## config.mk

```make
export PLATFORM = sky130hd
export DESIGN_NAME = bresenham_line_rasterizer
export DESIGN_NICKNAME = d
export VERILOG_FILES = /design/src/hw/rtl/brl_pkg.sv /design/src/hw/rtl/brl_cfg.sv /design/src/hw/rtl/brl_datapath.sv /design/src/hw/rtl/brl_ctrl.sv /design/src/hw/rtl/bresenham_line_rasterizer.sv
export SDC_FILE = /design/constraint.sdc
export NUM_CORES = 1
export LEC_CHECK = 0
export ABC_AREA = 1
export BUFFER_PORTS_ARGS = -buffer_cell sky130_fd_sc_hd__buf_4
export CAP_MARGIN = 10
export CORE_ASPECT_RATIO = 0.75
export CORE_MARGIN = 2
export CORE_UTILIZATION = 47
export DETAILED_ROUTE_END_ITERATION = 16
export GPL_TIMING_DRIVEN = 0
export HOLD_SLACK_MARGIN = 0.1
export PLACE_DENSITY = 0.81
export SYNTH_ARGS = -nofsm -noshare
export SYNTH_HDL_FRONTEND = slang
export SYNTH_SLANG_ARGS = --single-unit
export TNS_END_PERCENT = 100
```

## constraint.sdc

```tcl
create_clock -name i_clk -period 5.3 [get_ports i_clk]
set_input_delay 0.265 -clock i_clk [delete_from_list [all_inputs] [get_ports i_clk]]
set_output_delay 0.265 -clock i_clk [all_outputs]
set_load 0.03 [all_outputs]
```

## src/hw/rtl/brl_pkg.sv

```systemverilog
`timescale 1ns / 1ps
// ----------------------------------------------------------------------------
// brl_pkg: shared types and constants for the line rasterizer
// Coordinate widths, tile size, register map, and the command/status
// structs that join the controller and the datapath.
// ----------------------------------------------------------------------------
package brl_pkg;

    // Tile geometry
    localparam int TILE_SIZE = 64;
    localparam int COORD_W   = 6;
    localparam int DIM_W     = 7;
    localparam int INDEX_W   = 12;
    localparam int COLOUR_W  = 32;
    // Bresenham error term, signed, covers +/- 4*TILE_SIZE
    localparam int ERR_W     = 10;

    // Register map
    localparam int APB_ADDR_W = 3;
    localparam int APB_DATA_W = 32;
    localparam logic REG_FRAME_WIDTH  = 1'b0;
    localparam logic REG_FRAME_HEIGHT = 1'b1;
    localparam logic [DIM_W-1:0] FRAME_WIDTH_RST  = DIM_W'(64);
    localparam logic [DIM_W-1:0] FRAME_HEIGHT_RST = DIM_W'(64);

    // Controller to datapath commands
    typedef struct packed {
        logic load;   // capture a new line command
        logic step;   // emit current pixel into output register and advance
    } t_dp_cmd;

    // Datapath to controller status
    typedef struct packed {
        logic last;   // current pixel is the final one of the line
    } t_dp_status;

    // Saturate a coordinate to the tile
    function automatic logic [COORD_W-1:0] clamp_coord(input logic [COORD_W-1:0] v);
        logic [COORD_W:0] wide;
        wide = {1'b0, v};
        if (wide < (COORD_W+1)'(TILE_SIZE)) begin
            return v;
        end
        return COORD_W'(TILE_SIZE - 1);
    endfunction

endpackage

```

## src/hw/rtl/brl_cfg.sv

```systemverilog
`timescale 1ns / 1ps
// ----------------------------------------------------------------------------
// brl_cfg: configuration register file
// APB-style slave holding frame width and frame height; always ready.
// ----------------------------------------------------------------------------
module brl_cfg (
    input  logic                            i_clk,
    input  logic                            i_rst_n,
    input  logic                            psel,
    input  logic                            penable,
    input  logic                            pwrite,
    input  logic [brl_pkg::APB_ADDR_W-1:0]  paddr,
    input  logic [brl_pkg::APB_DATA_W-1:0]  pwdata,
    output logic [brl_pkg::APB_DATA_W-1:0]  prdata,
    output logic                            pready,
    output logic [brl_pkg::DIM_W-1:0]       o_frame_width,
    output logic [brl_pkg::DIM_W-1:0]       o_frame_height
);

    logic [brl_pkg::DIM_W-1:0] r_frame_width;
    logic [brl_pkg::DIM_W-1:0] r_frame_height;
    logic                      w_wr;
    logic                      w_sel;

    assign pready = 1'b1;
    assign w_wr   = psel & penable & pwrite;
    assign w_sel  = paddr[2];

    // Write registers on the access phase
    always_ff @(posedge i_clk) begin
        if (!i_rst_n) begin
            r_frame_width  <= brl_pkg::FRAME_WIDTH_RST;
            r_frame_height <= brl_pkg::FRAME_HEIGHT_RST;
        end else if (w_wr) begin
            if (w_sel == brl_pkg::REG_FRAME_WIDTH) begin
                r_frame_width <= pwdata[brl_pkg::DIM_W-1:0];
            end else begin
                r_frame_height <= pwdata[brl_pkg::DIM_W-1:0];
            end
        end
    end

    // Read back the selected register
    always_comb begin
        prdata = '0;
        if (w_sel == brl_pkg::REG_FRAME_WIDTH) begin
            prdata[brl_pkg::DIM_W-1:0] = r_frame_width;
        end else begin
            prdata[brl_pkg::DIM_W-1:0] = r_frame_height;
        end
    end

    assign o_frame_width  = r_frame_width;
    assign o_frame_height = r_frame_height;

endmodule

```

## src/hw/rtl/brl_datapath.sv

```systemverilog
`timescale 1ns / 1ps
// ----------------------------------------------------------------------------
// brl_datapath: Bresenham stepping datapath
// Orders endpoints along the major axis on load, then walks one pixel per
// step command, updating the error term and the output pixel register.
// ----------------------------------------------------------------------------
module brl_datapath (
    input  logic                          i_clk,
    input  brl_pkg::t_dp_cmd              i_cmd,
    output brl_pkg::t_dp_status           o_status,
    input  logic [brl_pkg::DIM_W-1:0]     i_frame_width,
    input  logic [brl_pkg::DIM_W-1:0]     i_frame_height,
    input  logic [brl_pkg::COORD_W-1:0]   i_start_x,
    input  logic [brl_pkg::COORD_W-1:0]   i_start_y,
    input  logic [brl_pkg::COORD_W-1:0]   i_end_x,
    input  logic [brl_pkg::COORD_W-1:0]   i_end_y,
    input  logic [brl_pkg::COLOUR_W-1:0]  i_colour,
    output logic [brl_pkg::COORD_W-1:0]   o_pixel_x,
    output logic [brl_pkg::COORD_W-1:0]   o_pixel_y,
    output logic [brl_pkg::INDEX_W-1:0]   o_pixel_index,
    output logic [brl_pkg::COLOUR_W-1:0]  o_pixel_colour,
    output logic                          o_visible,
    output logic                          o_last_pixel
);

    localparam int CW = brl_pkg::COORD_W;
    localparam int EW = brl_pkg::ERR_W;
    localparam int DW = brl_pkg::DIM_W;
    localparam int MW = CW + DW;

    // Line walk state
    logic                          r_x_major;
    logic                          r_minor_neg;
    logic [CW-1:0]                 r_major;
    logic [CW-1:0]                 r_major_end;
    logic [CW-1:0]                 r_minor;
    logic signed [EW-1:0]          r_err;
    logic signed [EW-1:0]          r_two_major;
    logic signed [EW-1:0]          r_two_minor;
    logic [brl_pkg::COLOUR_W-1:0]  r_colour;

    // Output pixel register
    logic [CW-1:0]                 r_pix_x;
    logic [CW-1:0]                 r_pix_y;
    logic [brl_pkg::INDEX_W-1:0]   r_pix_index;
    logic [brl_pkg::COLOUR_W-1:0]  r_pix_colour;
    logic                          r_pix_visible;
    logic                          r_pix_last;

    // Load-time setup signals
    logic [CW-1:0]         w_x0, w_y0, w_x1, w_y1;
    logic [CW-1:0]         w_adx, w_ady;
    logic                  w_x_major;
    logic                  w_swap;
    logic [CW-1:0]         w_maj_a, w_maj_b, w_min_a, w_min_b;
    logic [CW-1:0]         w_amaj, w_amin;
    logic signed [EW-1:0]  w_two_major, w_two_minor;

    // Step-time signals
    logic [CW-1:0]         w_cur_x, w_cur_y;
    logic [MW-1:0]         w_prod;
    logic [MW-1:0]         w_sum;
    logic                  w_last;
    logic                  w_err_pos;
    logic signed [EW-1:0]  n_err;
    logic [CW-1:0]         n_minor;

    // Clamp endpoints and pick the major axis
    always_comb begin
        w_x0 = brl_pkg::clamp_coord(i_start_x);
        w_y0 = brl_pkg::clamp_coord(i_start_y);
        w_x1 = brl_pkg::clamp_coord(i_end_x);
        w_y1 = brl_pkg::clamp_coord(i_end_y);
        w_adx = (w_x1 >= w_x0) ? (w_x1 - w_x0) : (w_x0 - w_x1);
        w_ady = (w_y1 >= w_y0) ? (w_y1 - w_y0) : (w_y0 - w_y1);
        w_x_major = (w_adx > w_ady);
        if (w_x_major) begin
            w_maj_a = w_x0;
            w_maj_b = w_x1;
            w_min_a = w_y0;
            w_min_b = w_y1;
            w_amaj  = w_adx;
            w_amin  = w_ady;
        end else begin
            w_maj_a = w_y0;
            w_maj_b = w_y1;
            w_min_a = w_x0;
            w_min_b = w_x1;
            w_amaj  = w_ady;
            w_amin  = w_adx;
        end
        w_swap = (w_maj_a > w_maj_b);
        w_two_major = EW'({w_amaj, 1'b0});
        w_two_minor = EW'({w_amin, 1'b0});
    end

    // Current pixel and its frame index
    assign w_cur_x   = r_x_major ? r_major : r_minor;
    assign w_cur_y   = r_x_major ? r_minor : r_major;
    assign w_prod    = MW'(w_cur_y) * MW'(i_frame_width);
    assign w_sum     = w_prod + MW'(w_cur_x);
    assign w_last    = (r_major == r_major_end);
    assign w_err_pos = (r_err > 0);

    // Advance the error term and the minor axis
    always_comb begin
        n_err   = r_err + r_two_minor;
        n_minor = r_minor;
        if (w_err_pos) begin
            n_err   = r_err + r_two_minor - r_two_major;
            n_minor = r_minor_neg ? (r_minor - 1'b1) : (r_minor + 1'b1);
        end
    end

    // Load a command or step the walk
    always_ff @(posedge i_clk) begin
        if (i_cmd.load) begin
            r_x_major   <= w_x_major;
            r_major     <= w_swap ? w_maj_b : w_maj_a;
            r_major_end <= w_swap ? w_maj_a : w_maj_b;
            r_minor     <= w_swap ? w_min_b : w_min_a;
            r_minor_neg <= w_swap ? (w_min_a < w_min_b) : (w_min_b < w_min_a);
            r_err       <= w_two_minor - EW'(w_amaj);
            r_two_major <= w_two_major;
            r_two_minor <= w_two_minor;
            r_colour    <= i_colour;
        end else if (i_cmd.step) begin
            r_major <= r_major + 1'b1;
            r_minor <= n_minor;
            r_err   <= n_err;
        end
    end

    // Capture the emitted pixel
    always_ff @(posedge i_clk) begin
        if (i_cmd.step) begin
            r_pix_x       <= w_cur_x;
            r_pix_y       <= w_cur_y;
            r_pix_index   <= w_sum[brl_pkg::INDEX_W-1:0];
            r_pix_colour  <= r_colour;
            r_pix_visible <= (DW'(w_cur_x) < i_frame_width) &&
                             (DW'(w_cur_y) < i_frame_height);
            r_pix_last    <= w_last;
        end
    end

    assign o_status.last  = w_last;
    assign o_pixel_x      = r_pix_x;
    assign o_pixel_y      = r_pix_y;
    assign o_pixel_index  = r_pix_index;
    assign o_pixel_colour = r_pix_colour;
    assign o_visible      = r_pix_visible;
    assign o_last_pixel   = r_pix_last;

endmodule

```

## src/hw/rtl/brl_ctrl.sv

```systemverilog
`timescale 1ns / 1ps
// ----------------------------------------------------------------------------
// brl_ctrl: rasterizer controller
// Accepts line commands when idle, issues one step per free output slot,
// and owns the output valid flag.
// ----------------------------------------------------------------------------
module brl_ctrl (
    input  logic                 i_clk,
    input  logic                 i_rst_n,
    input  logic                 i_valid,
    output logic                 o_ready,
    output logic                 o_valid,
    input  logic                 i_ready,
    output brl_pkg::t_dp_cmd     o_cmd,
    input  brl_pkg::t_dp_status  i_status
);

    typedef enum logic {
        ST_IDLE,
        ST_RUN
    } t_state;

    t_state r_state;
    logic   r_out_valid;
    logic   w_out_free;

    assign w_out_free = !r_out_valid || i_ready;
    assign o_ready    = (r_state == ST_IDLE);
    assign o_cmd.load = (r_state == ST_IDLE) && i_valid;
    assign o_cmd.step = (r_state == ST_RUN) && w_out_free;
    assign o_valid    = r_out_valid;

    // Hold state and the output valid flag
    always_ff @(posedge i_clk) begin
        if (!i_rst_n) begin
            r_state     <= ST_IDLE;
            r_out_valid <= 1'b0;
        end else begin
            unique case (r_state)
                ST_IDLE: begin
                    if (i_ready) begin
                        r_out_valid <= 1'b0;
                    end
                    if (i_valid) begin
                        r_state <= ST_RUN;
                    end
                end
                ST_RUN: begin
                    if (w_out_free) begin
                        r_out_valid <= 1'b1;
                        if (i_status.last) begin
                            r_state <= ST_IDLE;
                        end
                    end
                end
                default: begin
                    r_state <= ST_IDLE;
                end
            endcase
        end
    end

endmodule

```

## src/hw/rtl/bresenham_line_rasterizer.sv

```systemverilog
`timescale 1ns / 1ps
// ----------------------------------------------------------------------------
// bresenham_line_rasterizer: line command to pixel stream
// Top level joining configuration registers, controller and datapath.
// ----------------------------------------------------------------------------
// Usage:
//   Input channel (i_valid / o_ready) takes one line command: two endpoints
//   and a colour. o_ready is high only while no line is being walked.
//   Output channel (o_valid / i_ready) delivers one pixel per transaction,
//   with o_last_pixel set on the final pixel of the line.
//   A taken command is loaded into the walk registers, and its first pixel
//   then steps into the output register. Throughput: one pixel per cycle
//   while the receiver is ready; a line of N pixels (N = 1 + max(|dx|,
//   |dy|), at most 64) is walked in full before the next command is taken.
//   The last pixel sits in the output register while the next command is
//   accepted.
//   When the receiver stalls, the output register holds its pixel and the
//   walk pauses; nothing is dropped.
//   Reset (i_rst_n low, synchronous) returns to idle, drops any pending
//   pixel and sets frame width and height to 64.
//   Registers: frame_width at byte 0, frame_height at byte 4; write only
//   while the block is idle.
// ----------------------------------------------------------------------------
module bresenham_line_rasterizer (
    input  logic                            i_clk,
    input  logic                            i_rst_n,
    // configuration port
    input  logic                            psel,
    input  logic                            penable,
    input  logic                            pwrite,
    input  logic [brl_pkg::APB_ADDR_W-1:0]  paddr,
    input  logic [brl_pkg::APB_DATA_W-1:0]  pwdata,
    output logic [brl_pkg::APB_DATA_W-1:0]  prdata,
    output logic                            pready,
    // line command channel
    input  logic                            i_valid,
    output logic                            o_ready,
    input  logic [brl_pkg::COORD_W-1:0]     i_start_x,
    input  logic [brl_pkg::COORD_W-1:0]     i_start_y,
    input  logic [brl_pkg::COORD_W-1:0]     i_end_x,
    input  logic [brl_pkg::COORD_W-1:0]     i_end_y,
    input  logic [brl_pkg::COLOUR_W-1:0]    i_colour,
    // pixel channel
    output logic                            o_valid,
    input  logic                            i_ready,
    output logic [brl_pkg::COORD_W-1:0]     o_pixel_x,
    output logic [brl_pkg::COORD_W-1:0]     o_pixel_y,
    output logic [brl_pkg::INDEX_W-1:0]     o_pixel_index,
    output logic [brl_pkg::COLOUR_W-1:0]    o_pixel_colour,
    output logic                            o_visible,
    output logic                            o_last_pixel
);

    logic [brl_pkg::DIM_W-1:0] w_frame_width;
    logic [brl_pkg::DIM_W-1:0] w_frame_height;
    brl_pkg::t_dp_cmd          w_cmd;
    brl_pkg::t_dp_status       w_status;

    // Configuration registers
    brl_cfg u_cfg (
        .i_clk          (i_clk),
        .i_rst_n        (i_rst_n),
        .psel           (psel),
        .penable        (penable),
        .pwrite         (pwrite),
        .paddr          (paddr),
        .pwdata         (pwdata),
        .prdata         (prdata),
        .pready         (pready),
        .o_frame_width  (w_frame_width),
        .o_frame_height (w_frame_height)
    );

    // Sequencing
    brl_ctrl u_ctrl (
        .i_clk    (i_clk),
        .i_rst_n  (i_rst_n),
        .i_valid  (i_valid),
        .o_ready  (o_ready),
        .o_valid  (o_valid),
        .i_ready  (i_ready),
        .o_cmd    (w_cmd),
        .i_status (w_status)
    );

    // Line walk
    brl_datapath u_datapath (
        .i_clk          (i_clk),
        .i_cmd          (w_cmd),
        .o_status       (w_status),
        .i_frame_width  (w_frame_width),
        .i_frame_height (w_frame_height),
        .i_start_x      (i_start_x),
        .i_start_y      (i_start_y),
        .i_end_x        (i_end_x),
        .i_end_y        (i_end_y),
        .i_colour       (i_colour),
        .o_pixel_x      (o_pixel_x),
        .o_pixel_y      (o_pixel_y),
        .o_pixel_index  (o_pixel_index),
        .o_pixel_colour (o_pixel_colour),
        .o_visible      (o_visible),
        .o_last_pixel   (o_last_pixel)
    );

endmodule

```

Word-level counts from Yosys, hierarchy flattened
Cells that the tools add are included.
Storage, ports and cells
  register bits: 148
  bits of input ports: 98
  output and inout port bits: 93
  word-level logic and storage cells: 89
Operators by class
  add/sub/neg operators: 11
  $mul: 1
  order comparisons: 9
  eq/ne operators: 3
  muxes and demuxes: 31
  bitwise gates (word level): 4
  reduce and logical (&&, ||, !) cells: 11
Operators with widths (count)
  $mux W6: 19
  $mux W10: 3
  $sub A6 B6 Y6: 4
  $lt A6 B7 Y1: 2
  $add A12 B6 Y12: 1
  $add A6 B1 Y6 const B: 2
  $ge A6 B6 Y1: 2
  $gt A6 B6 Y1: 2
  $lt A6 B6 Y1: 2
  $mul A6 B7 Y12: 1
  $add A10 B8 Y10: 1
  $gt A10 B1 Y1 const B: 1
  $sub A10 B8 Y10: 1
  $reduce_and A2 Y1: 4
  $sub A7 B6 Y8: 1
  $mux W7: 1
  $eq A6 B6 Y1: 1
  $mux W1: 6
  $sub A6 B1 Y6 const B: 1
  $pmux W1 S2: 2
  $reduce_bool A2 Y1: 2
  $logic_and A1 B1 Y1: 3
  $and A1 B1 Y1: 2
  $ne A2 B1 Y1 const B: 1
  4 further kinds: 5

Longest topological paths before layout
  depth after elaboration: 7
  gate-level depth with buffers: 34
  gate-level depth less buffers: 32

Cells and area by module
Synthesis repeated with hierarchy kept, for this count alone.
Unflattened totals
  cells, all modules: 1186
  area, all modules: 10471.3 um2
By module, submodules not included
  brl_datapath: times used 1, cells each 1036, area an instance 9479.1 um2, seq. area each 3963.8 um2
  brl_cfg: times used 1, cells each 135, area an instance 899.6 um2, seq. area each 280.3 um2
  brl_ctrl: times used 1, cells each 15, area an instance 92.6 um2, seq. area each 40.0 um2

Worst setup path after synthesis
Ideal clock, no wire load.
  path type: register to register
  start: reg u_datapath.r_x_major
  end: reg u_datapath.r_pix_index (netlist bit u_datapath.o_pixel_index[8]) (data pin)
  setup time: 0.262 ns
  arrival time: 4.258 ns
  required time: 5.038 ns
  setup slack: 0.780 ns
  cell stages (with the launch flop): 17
  path buffers: 1
  clock period less this slack: 4.520 ns
  cells stage by stage: edfxtp_1 clkbuf_1 o21ai_0 inv_1 nand2_1 fa_1 fa_1 fa_1 inv_1 fa_1 ha_1 a21oi_1 o21ai_0 a21oi_1 o21bai_1 a21oi_1 xor2_1
On the way
  longest elaborated chain between the ends: 3
  elaborated cells between the ends (all ways): 4
  those cells by class: add/sub: 1; mul: 1; mux: 2
RTL lines
  start, declared: line brl_datapath.sv:32  | logic r_x_major;
  start signal, assigned: line brl_datapath.sv:118  | r_x_major <= w_x_major;
  $mux W6: line brl_datapath.sv:99  | assign w_cur_y = r_x_major ? r_minor : r_major;
  named net u_datapath.w_cur_y[4]: line brl_datapath.sv:60  | logic [CW-1:0] w_cur_x, w_cur_y;
  $mul A6 B7 Y12: line brl_datapath.sv:100  | assign w_prod = MW'(w_cur_y) * MW'(i_frame_width);
  $add A12 B6 Y12: line brl_datapath.sv:101  | assign w_sum = w_prod + MW'(w_cur_x);
  named net u_datapath.w_sum[8]: line brl_datapath.sv:62  | logic [MW-1:0] w_sum;
  end signal, assigned: line brl_datapath.sv:139  | r_pix_index <= w_sum[brl_pkg::INDEX_W-1:0];
  end, declared: line brl_datapath.sv:45  | logic [brl_pkg::INDEX_W-1:0] r_pix_index;
The timed path passes the listed nets, and every way through them passes these cells.
A chain may end at the register's enable or synchronous reset.

Worst setup path in the final report
  start: reg u_datapath.r_x_major
  end: reg u_datapath.r_pix_index (netlist bit u_datapath.o_pixel_index[8]) (data pin)
On the way
  longest elaborated chain between the ends: 3
  elaborated cells between the ends (all ways): 4
  those cells by class: add/sub: 1; mul: 1; mux: 2
RTL lines (line)
  $mux W6: brl_datapath.sv:99
  $mul A6 B7 Y12: brl_datapath.sv:100
  $add A12 B6 Y12 *: brl_datapath.sv:101
  named net u_datapath.w_sum[8]: brl_datapath.sv:62
The timed path passes the listed nets; every way through them passes the cells marked *.

==> reports/metrics.yaml <==
die_w_microns: 175
synth_compound_area_share_pct: 11.1
cp.arrival_ns: 5.16
yosysWarnings: 0
coreArea_sq_um: 21400
min_period_ns: 4.99
initial_core_util_pct: 48.3
clock_latency_ns: 0.42
synth.area.top_cells: "edfxtp_1 38%, ha_1 12%, nand2_1 9.3%, fa_1 6.0%, inv_1 5.9%"
grt_overflow_total: 0
maxSlewViolCount: 0
hold_viol: 0
hold_depth: 4
period_share_pct: 94.1
outcome: "finished, final reports clean"
p_leak_nw: 6.05
port_buffers: 137
min_path_type: "in2reg"
layout-drive-gt1-share_pct: 19.5
cts_tree: "done"
vias: 8561
min_to: "u_ctrl.o_valid"
irDropWorstVdd_v: 0.000279
dieArea_sq_um: 23200
cp_common_cell: "fa_1"
total_power_w: 0.00702
io_pins: 191
yosysTopAreaCell: "edfxtp_1"
endpoint_kind: "flip-flop"
finalSetupViolCount: 0
synth-simple-area-share_pct: 16.7
wl_per_cell_microns: 15.6
cp_slowest_cell: "fa_1"
path_max_fanout: 10
dr.first_iter.drc_count: 733
post-synth-top-count-cell: "nand2_1"
antenna_found_initial: 0
grt_use_total_pct: 22.3
synth_top_area_share_pct: 38.4
r2r_start: "u_datapath.r_x_major"
numCtsBuffers: 17
r2r_slack_ns: 0.31
std_cell_rows: 46
dp_hpwl_mm: 19.6
nNetsFinal: 1578
cts_sinks: 148
finalWorstSetupSlack_ns: 0.313
worstPathRequired_ns: 5.47
wl_mm: 25.7
ys_seq_area_share_pct: 41.5
root_buffer: "clkbuf_16"
syn_to_final_growth_pct: 23.8
fmax_mhz: 201
postCtsSetupBuffers: 0
htree_levels: 4
netlist_instances: 1130
clockBufferDepth: 2
ys_ff_latch: 148
finalClockSkew_ns: 0.00976
synth_fa_ha_area_share_pct: 18.4
max_stage_delay_ns: 0.54
synthMuxAreaShare_pct: 0.0970
clk_pin_slew_ns: 0.07
crit_chain: "clkbuf_2 -> o21ai_0 -> nor2_1 -> fa_1 -> inv_1 -> fa_1 -> fa_1 -> inv_1 -> fa_1 -> ha_1 -> nand2_1 -> o21ai_0 -> a21oi_1 -> o21bai_1 -> a21oi_1 -> xor2_1"
critPathKind: "reg2reg"
async_reset_ff_share_pct: 0
first_global_vias: 8117
powerDensity_nw_per_um2: 549
drt_first_pass_iters: 5
worstSetupStartpointType: "flip-flop"
place_ws_ns: 0.0172
viasPerCell: 5.19
synth-xor-area-share_pct: 2.78
avgSynthCellArea_sq_um: 9.14
drcViolationCount: 0
gp_congestion: 0.935
relSlewSlack_pct: 38.5
ys.flop_type: "edfxtp_1"
postRouteAntennaNets: 0
tightest_slew_ns: 0.912
synth_top_family_by_area: "adder cells"
reg2reg_to: "u_datapath.o_pixel_index[8]"
grt_max_degree: 63
syn-cell-area_sq_um: 10300
synth-edff-count: 132
fp.dieH_microns: 132
min-delay-start: "i_ready"
worstRegToRegCells: 16
drv_cap: 0
ys_top_cells_by_count: "255 x nand2_1, 163 x inv_1, 132 x edfxtp_1"
ys_types: 48
antenna_cells: 0
tns_ns: 0
grt_pass1_wl_mm: 41.1
-- area by class of cell --
| class | count | area [sq um] |
|---|---|---|
| buffer | 46 | 342 |
| clock buffer | 17 | 425 |
| clock inverter | 15 | 141 |
| fill | 1787 | 8580 |
| inverter | 168 | 631 |
| multi-input combinational | 792 | 5170 |
| sequential | 148 | 4280 |
| tap | 288 | 360 |
| timing repair buffer | 174 | 1420 |
-- metal layers --
metal	vias to the layer above	part of all wire [%]	track usage [%]
met2	420	45	35.1
met1	3954	46	31.9
met5	-	0	0
met4	0	1.4	6.02
met3	35	8.3	3.86
li1	4152	-	-
-- worst max-delay path: cells and delay by family, from the launching register on --
| kind | cells | cell delay [ns] |
|---|---|---|
| xor gates and xnor gates | 1 | 0.14 |
| buffers and inverters | 3 | 0.35 |
| and+or+nand+nor | 2 | 0.24 |
| adders and majority gates | 5 | 2.35 |
| DFF | 1 | 0.49 |
| AOI/OAI and AO/OA | 5 | 1.16 |
-- registers in the layout, indices dropped and copies added (netlist names), 6 cells and up --
register and cells:
u_datapath.r_minor 6, u_datapath.r_colour 32, u_datapath.o_pixel_index 12, u_datapath.r_major 6, u_datapath.r_two_minor 6, u_datapath.r_two_major 6, u_cfg.o_frame_width 7, u_datapath.o_pixel_y 6
u_cfg.o_frame_height 7, u_datapath.o_pixel_colour 32, u_datapath.r_major_end 6, u_datapath.r_err 10, u_datapath.o_pixel_x 6
-- per-stage QoR --
stage	instances	util (%)	hold slack (ns)	instance area (sq um)
2_1_floorplan	1154	-	0.364	10400
3_3_place_gp	1579	55.3	0.403	11800
3_5_place_dp	1580	55.4	0.405	11800
4_1_cts	1647	59.7	0.112	12700
5_1_grt	1648	59.8	0.134	12800
6_report	1648	59.8	0.125	12800
-- power breakdown --
group          total (W)  switching, W  internal [W]
Sequential       0.00184      0.000149       0.00169
Clock            0.00117      0.000514      0.000658
Combinational    0.00401       0.00253       0.00147
Total            0.00702       0.00319       0.00382
-- cells in the final DEF (no fill, tap or decap), types with 3 or more instances in the layout --
master and instances:
edfxtp_1 132, conb_1 26, o21ai_2 26, clkinv_1 4, nand2_1 255, buf_4 165, o211ai_1 14, ha_1 102
xor2_2 3, nor3_1 6, o21ai_1 14, inv_2 4, buf_12 3, buf_2 4, o21ai_0 63, fa_1 31
clkbuf_16 17, a22oi_1 3, a21oi_1 59, dfxtp_1 16, inv_1 162, o21a_1 3, dlygate4sd3_1 35, buf_6 4
clkbuf_1 7, xor2_1 21, o21bai_1 3, inv_6 5, a31oi_1 3, xnor2_1 7, inv_8 3, nand2_2 5
nand4_1 12, nor2_2 3, or2_2 9, nor2_1 67, nand3_1 38
-- cells by family (layout without fill, tap and decap cells) --
kind of cell             after synthesis  count (layout)
XOR/XNOR                              31              31
adder cells (fa/ha/maj)              133             133
AND/OR/NAND/NOR                      406             406
AO/OA/AOI/OAI                        195             195
flip-flops                           148             148
other                                  2              26
multiplexers                           1               1
buffers and inverters                214             420
-- worst max-delay path by stage --
stage / startpoint / endpoint / slack (ns) / cells after the start
detailed placement: i_end_x[0] / u_datapath.r_major[3] / 0.02 / 35
finish: u_datapath.r_x_major / u_datapath.o_pixel_index[8] / 0.31 / 16
global placement: i_end_x[0] / u_datapath.r_major[0] / 0.18 / 33
CTS: u_datapath.r_x_major / u_datapath.o_pixel_index[8] / 0.04 / 16
global route: i_end_x[0] / u_datapath.r_major[2] / -0.002 / 35
floorplan: u_datapath.r_x_major / u_datapath.o_pixel_index[8] / 0.78 / 16
-- repair_timing --
item / CTS / global route
resized for setup: 0 / 7
hold endpoints to repair: 36 / 0
hold buffers: 35 / 0
setup endpoints to repair: 0 / 7
No activity file was read; power rests on OpenSTA's default activity.
